`config.mk`:
```
export PLATFORM = sky130hd
export DESIGN_NAME = aiffd_rate
export DESIGN_NICKNAME = d
export VERILOG_FILES = /design/src/rtl/core/assert_macros.svh /design/src/rtl/core/aiffd_pkg.sv /design/src/rtl/core/aiffd_rate.sv
export SDC_FILE = /design/constraint.sdc
export NUM_CORES = 1
export LEC_CHECK = 0
export ABC_AREA = 0
export BUFFER_PORTS_ARGS = -buffer_cell sky130_fd_sc_hd__buf_2
export CORE_MARGIN = 1
export CORE_UTILIZATION = 45
export DETAILED_ROUTE_END_ITERATION = 12
export PLACE_DENSITY = 0.65
export SLEW_MARGIN = 20
export SYNTH_ARGS = -nofsm -noshare
export SYNTH_HDL_FRONTEND = slang
export SYNTH_SLANG_ARGS = --single-unit
```
`constraint.sdc`:
```
create_clock -name vclk -period 12.6
set_input_delay 2.52 -clock vclk [all_inputs]
set_output_delay 2.52 -clock vclk [all_outputs]
set_load 0.005 [all_outputs]
```
`src/rtl/core/assert_macros.svh`:
```
// Assertion shorthands used by the RTL of the AIFF stream decoder.
// Expects signals named clk and rst_n in the including module.
`ifndef ASSERT_MACROS_SVH
`define ASSERT_MACROS_SVH

// Same-cycle implication, off while reset is held
`define AIFFD_ASSERT_IMP(lbl, ante, cons, msg) \
  lbl: assert property (@(posedge clk) disable iff (!rst_n) (ante) |-> (cons)) else $error(msg);

// Next-cycle implication, off while reset is held
`define AIFFD_ASSERT_NXT(lbl, ante, cons, msg) \
  lbl: assert property (@(posedge clk) disable iff (!rst_n) (ante) |=> (cons)) else $error(msg);

`endif

```
`src/rtl/core/aiffd_pkg.sv`:
```
// Shared types and constants of the AIFF stream decoder.
// No dependencies; used by aiffd_rate and aiff_stream_pcm_decoder_unit.
package aiffd_pkg;

  // Chunk and format tags, big-endian ASCII
  localparam logic [31:0] TAG_FORM  = 32'h464F524D;
  localparam logic [31:0] TAG_AIFF  = 32'h41494646;
  localparam logic [31:0] TAG_AIFC  = 32'h41494643;
  localparam logic [31:0] TAG_COMM  = 32'h434F4D4D;
  localparam logic [31:0] TAG_SSND  = 32'h53534E44;
  localparam logic [31:0] TAG_SOWT  = 32'h736F7774;
  localparam logic [31:0] TAG_FL32L = 32'h666C3332;
  localparam logic [31:0] TAG_FL32U = 32'h464C3332;
  localparam logic [31:0] TAG_NONE  = 32'h4E4F4E45;

  // Extended-precision rate conversion
  localparam int          EXT_BIAS   = 16383;
  localparam int          MANT_SHIFT = 63;
  localparam logic [16:0] EXP_OFFSET = 17'(EXT_BIAS + MANT_SHIFT);
  localparam logic [23:0] RATE_MAX   = 24'hFFFFFF;

  // Reciprocal of three for the frame-count division
  localparam logic [31:0] RECIP3 = 32'hAAAAAAAB;

  // Configuration
  localparam logic [11:0] MAXSEC_RESET = 12'd60;

  // Result queue
  localparam int FIFO_DEPTH = 4;
  localparam int FIFO_AW    = $clog2(FIFO_DEPTH);

  // Result kinds
  localparam logic KIND_FRAME  = 1'b0;
  localparam logic KIND_STATUS = 1'b1;

  // Status codes
  localparam logic [3:0] ST_OK        = 4'd0;
  localparam logic [3:0] ST_NOT_AIFF  = 4'd1;
  localparam logic [3:0] ST_MISSING   = 4'd2;
  localparam logic [3:0] ST_CHANNELS  = 4'd3;
  localparam logic [3:0] ST_COMPRESS  = 4'd4;
  localparam logic [3:0] ST_DEPTH     = 4'd5;
  localparam logic [3:0] ST_EMPTY     = 4'd6;
  localparam logic [3:0] ST_ORDER     = 4'd7;
  localparam logic [3:0] ST_TRUNCATED = 4'd8;

  // Parser phases
  typedef enum logic [2:0] {
    PH_HEAD,
    PH_CHDR,
    PH_COMM,
    PH_SSND,
    PH_SKIP,
    PH_PAD,
    PH_DEAD
  } phase_t;

  // One result item
  typedef struct packed {
    logic        kind;
    logic [31:0] left;
    logic [31:0] right;
    logic        flt;
    logic        stereo;
    logic [23:0] rate;
    logic [31:0] total;
    logic [3:0]  status;
  } item_t;

  // Rounded rate and its presence flag
  typedef struct packed {
    logic        present;
    logic [23:0] hz;
  } rate_t;

endpackage

```
`src/rtl/core/aiffd_rate.sv`:
```
// Converts an 80-bit extended-precision sample rate to a rounded 24-bit integer.
// Depends on aiffd_pkg.
module aiffd_rate (
  input  logic [79:0]      ext_val,
  output aiffd_pkg::rate_t rate
);
  import aiffd_pkg::*;

  logic               sgn;
  logic [14:0]        ex;
  logic [63:0]        mant;
  logic signed [16:0] sh;
  logic [16:0]        k;
  logic [4:0]         lsh;
  logic [63:0]        tmp;
  logic [64:0]        rnd;

  always_comb begin
    sgn  = ext_val[79];
    ex   = ext_val[78:64];
    mant = ext_val[63:0];
    sh   = $signed({2'b00, ex}) - $signed(EXP_OFFSET);
    k    = 17'(-sh);
    lsh  = sh[4:0];
    tmp  = '0;
    rnd  = '0;
    rate.present = !sgn && (mant != 64'd0);
    rate.hz      = '0;
    if (rate.present) begin
      if (sh >= 0) begin
        // left shift, saturate on overflow
        if (sh >= 17'sd24) begin
          rate.hz = RATE_MAX;
        end else if ((mant >> (5'd24 - lsh)) != 64'd0) begin
          rate.hz = RATE_MAX;
        end else begin
          tmp     = mant << lsh;
          rate.hz = tmp[23:0];
        end
      end else if (k <= 17'd64) begin
        // right shift, round half up
        tmp = mant >> (k - 17'd1);
        rnd = {2'b00, tmp[63:1]} + {64'd0, tmp[0]};
        rate.hz = (rnd > {41'd0, RATE_MAX}) ? RATE_MAX : rnd[23:0];
      end
    end
  end

endmodule

```
* Word level (Yosys, flattened, before mapping)
Index checks and enable logic that the tools add are counted.
Storage, ports and cells: bits of input ports 80, register bits 0
Operators by class: add/subtract/negate cells 5, reductions and logical operators 4, $lt $le $gt $ge 4, shift operators 3, multiplexer cells 6
Operators by type and width (count):
- $mux 24 | 6
- $reduce_bool 64->1 | 2
- $add 63x1->64 | 1
- $gt 64x24->1 const B | 1
- $shl 64x5->24 | 1
- $shr 64x17->64 | 1
- $shr 64x5->64 | 1
- $le 17x7->1 const B | 1
- $neg 16->17 | 1
- $sub 17x1->17 const B | 1
- $ge 16x1->1 const B | 1
- $ge 16x6->1 const B | 1
- $sub 15x15->16 const B | 1
- $sub 5x5->5 const A | 1
- $logic_and 1x1->1 | 1
- $logic_not 1->1 | 1

* Longest topological paths before layout
depth after elaboration 10, mapped depth 34, depth with buffers taken out 25

* Least setup slack after synthesis
Ideal clock, no wire load.
path kind input-to-output, start point input port ext_val[64], end point output port rate[10] in the netlist's numbering, path buffers 11, stages 34, arrival time 9579 ps, required time 10080 ps, path slack 501 ps, path through buf_2 buf_2 inv_2 clkbuf_1 clkbuf_1 ha_1 clkbuf_1 nor2_1 nand2_1 a21oi_2 nor4b_2 nand2_1 o311a_1 nor4b_1 and2_1 buf_2 nand2_1 clkbuf_1 buf_1 buf_1 buf_1 nor2_1 ha_1 ha_1 inv_1 nor2_1 nor4b_1 nand4_1 nor4_1 xor2_1 nand4_1 nor4b_4 buf_6 a21oi_1
RTL lines:
- start, declared | RTL line aiffd_rate.sv:4 | input logic [79:0] ext_val,
- end, declared | RTL line aiffd_rate.sv:5 | output aiffd_pkg::rate_t rate

==> results.py <==
metrics = {
    "min_path": {
        "holdCritPathClass": "in2out",
        "hold_end": "rate[24]",
        "whs_path_depth": 3,
        "min_from": "ext_val[79]",
    },
    "final_layout": {
        "final_cell_mix": "nor2_1, nand2_1, a21oi_1",
        "area_of_the_multi_input_gates_um2": 10100,
        "most_frequent_standard_cell_in_the_layout_excluding_fill_and_tap_cells": "nor2_1",
        "numSequentialCells": 0,
        "finalNetCount": 1738,
        "layout-drive-gt1-share_pct": 18.7,
        "area.growth.synth_to_final_pct": 8.68,
        "n_clock_buffer": 0,
        "final-instance-count-excl-fill": 1962,
        "seqCellArea_um2": 0,
        "diodes": 0,
        "fill_cells": 2420,
    },
    "floorplanning": {
        "floorplan.initialDensity_pct": 46.5,
        "row_count": 55,
        "chipWidth_um": 156,
        "core_area_um2": 22900,
        "die_area_um2": 24300,
        "dieHeight_um": 156,
        "num_io_pins": 105,
    },
    "power": {
        "final_total_power_uw": 643,
        "worst_vdd_ir_v": 0.0000316,
        "leakage_nw": 3.91,
        "pwr_density_cell_nw_per_um2": 55.5,
    },
    "grt": {
        "total_congestion_overflow": 0,
        "globalRouteTotalUtil_pct": 40.3,
        "grt_pass1_wl_um": 76100,
        "number_of_global_route_vias_before_repair": 12506,
        "initial_antenna_violation_count": 0,
        "largest_net_degree_at_the_start_of_global_routing": 105,
    },
    "setup_path": {
        "cp_slowest_stage_delay_ns": 0.58,
        "critPathLaunch": "ext_val[65]",
        "critPathRequiredTime_ns": 10.08,
        "crit_type": "in2out",
        "most_common_cell_on_crit_path": "nand4_1",
        "startpoint_class_of_the_critical_path": "input port",
        "cpMaxStageDelayCell": "or4_4",
        "cp.arrival_ns": 9.63,
        "setup_crit_end_kind": "output pin",
        "worstPathMaxFanout": 24,
    },
    "synthesis": {
        "syn-instance-count": 1609,
        "average_footprint_of_a_synthesized_cell_um2": 6.62,
        "synth_sequential_area_ratio_pct": 0,
        "post_synth_num_cell_types": 98,
        "number_of_nets_in_the_synthesized_netlist": 1696,
        "yosysWarnings": 0,
        "syn_area_um2": 10700,
    },
    "outcome": {
        "run_status": "completed",
    },
    "route": {
        "drc": 0,
        "antenna_viol_nets_final": 0,
        "postRouteWirelength_um": 50000,
        "drt_first_pass_iters": 6,
        "vias_per_cell": 7.14,
        "num_vias": 14002,
        "drt-initial-drc-count": 1725,
        "detail_route.wl_per_cell_um": 25.5,
    },
    "placement": {
        "placedCellCount": 1961,
        "io_buffer_count": 105,
        "hpwl_um": 39500,
        "place_ws_ns": 0.290,
        "global_placer_s_final_weighted_congestion": 1.04,
    },
    "flow_run": {
        "drv.max_cap_violation_count": 0,
    },
    "timing": {
        "final_setup_tns_ns": 0,
        "transition_time_at_the_pin_with_the_least_slew_margin_ns": 1.09,
        "hold_slack_ns": 5.33,
        "final_hold_vios": 0,
        "post-route-min-period_ns": 12.15,
        "fin_crit_sh_pct": 96.5,
        "rsz_0062_raised_after_global_routing": "no",
        "report.final.slew_viol_count": 0,
        "final.setup.worst_slack_ns": 0.445,
        "setup_viol_count_final": 0,
        "max_slew_margin_pct": 26.8,
        "clock.fmax_ghz": 0.0823,
    },
}
report_power, final:
part | internal [mW] | switching, mW
logic | 0.227 | 0.416
registers | 0 | 0
clock network | 0 | 0
total | 0.227 | 0.416
worst max-delay path, delay by kind of cell:
family | cells | cell delay, ns
simple gates | 12 | 3.50
mux | 1 | 0.47
fa+ha+maj | 2 | 0.64
compound gates | 7 | 1.68
buf+inv | 4 | 0.80
routing by layer:
metal / vias to the layer above / wire length, um / global-route usage (%)
li1: 6324 / - / -
met1: 6532 / 20500 / 55.6
met2: 971 / 21700 / 62.2
met3: 175 / 5060 / 4.97
met4: 0 / 2860 / 18.9
met5: - / 0 / 0
repair_timing:
action                                  CTS  global route
buffers inserted                          0             0
endpoints found under the setup margin    0            24
hold buffers                              0             0
gates resized for setup                   0             6
per-stage QoR:
step	instance area [um^2]	utilization (%)
2_1_floorplan	10700	-
3_3_place_gp	11500	50.4
3_5_place_dp	11500	50.4
4_1_cts	11500	50.4
5_1_grt	11600	50.5
6_report	11600	50.5
kinds of logic (layout without fill, tap and decap cells):
| kind of cell | count (synthesis) | in the layout | share of synthesized area (%) |
|---|---|---|---|
| AOI/OAI and AO/OA | 490 | 490 | 30.5 |
| xor gates and xnor gates | 61 | 62 | 5.68 |
| adders and majority gates | 7 | 7 | 0.822 |
| buffers and inverters | 153 | 192 | 6.27 |
| muxes | 163 | 163 | 22.4 |
| and+or+nand+nor | 735 | 735 | 34.3 |
how the worst max path moves through the flow:
stage	slack, ns	end
2_1_floorplan	0.50	rate[10]
3_3_place_gp	0.46	rate[18]
3_5_place_dp	0.29	rate[16]
4_1_cts	0.27	rate[16]
5_1_grt	0.02	rate[12]
6_report	0.45	rate[23]
cell usage after synthesis, types with 35 or more instances:
cell	number	area, um^2
mux4_2	58	1310
xnor2_1	35	307
nand2_1	159	597
clkbuf_1	71	267
nand3_1	60	300
nor3_1	89	445
a21oi_1	129	646
nor2_1	210	788
o21ai_0	102	510
mux2i_1	81	811
nor4_1	39	244
a211oi_1	38	285
cell type report:
class              count  area share (%)
inverters             22           0.713
multi-input cells   1457            87.1
well taps            313            3.38
repair buffers       170            8.77
(Power assumes the default switching activity.)
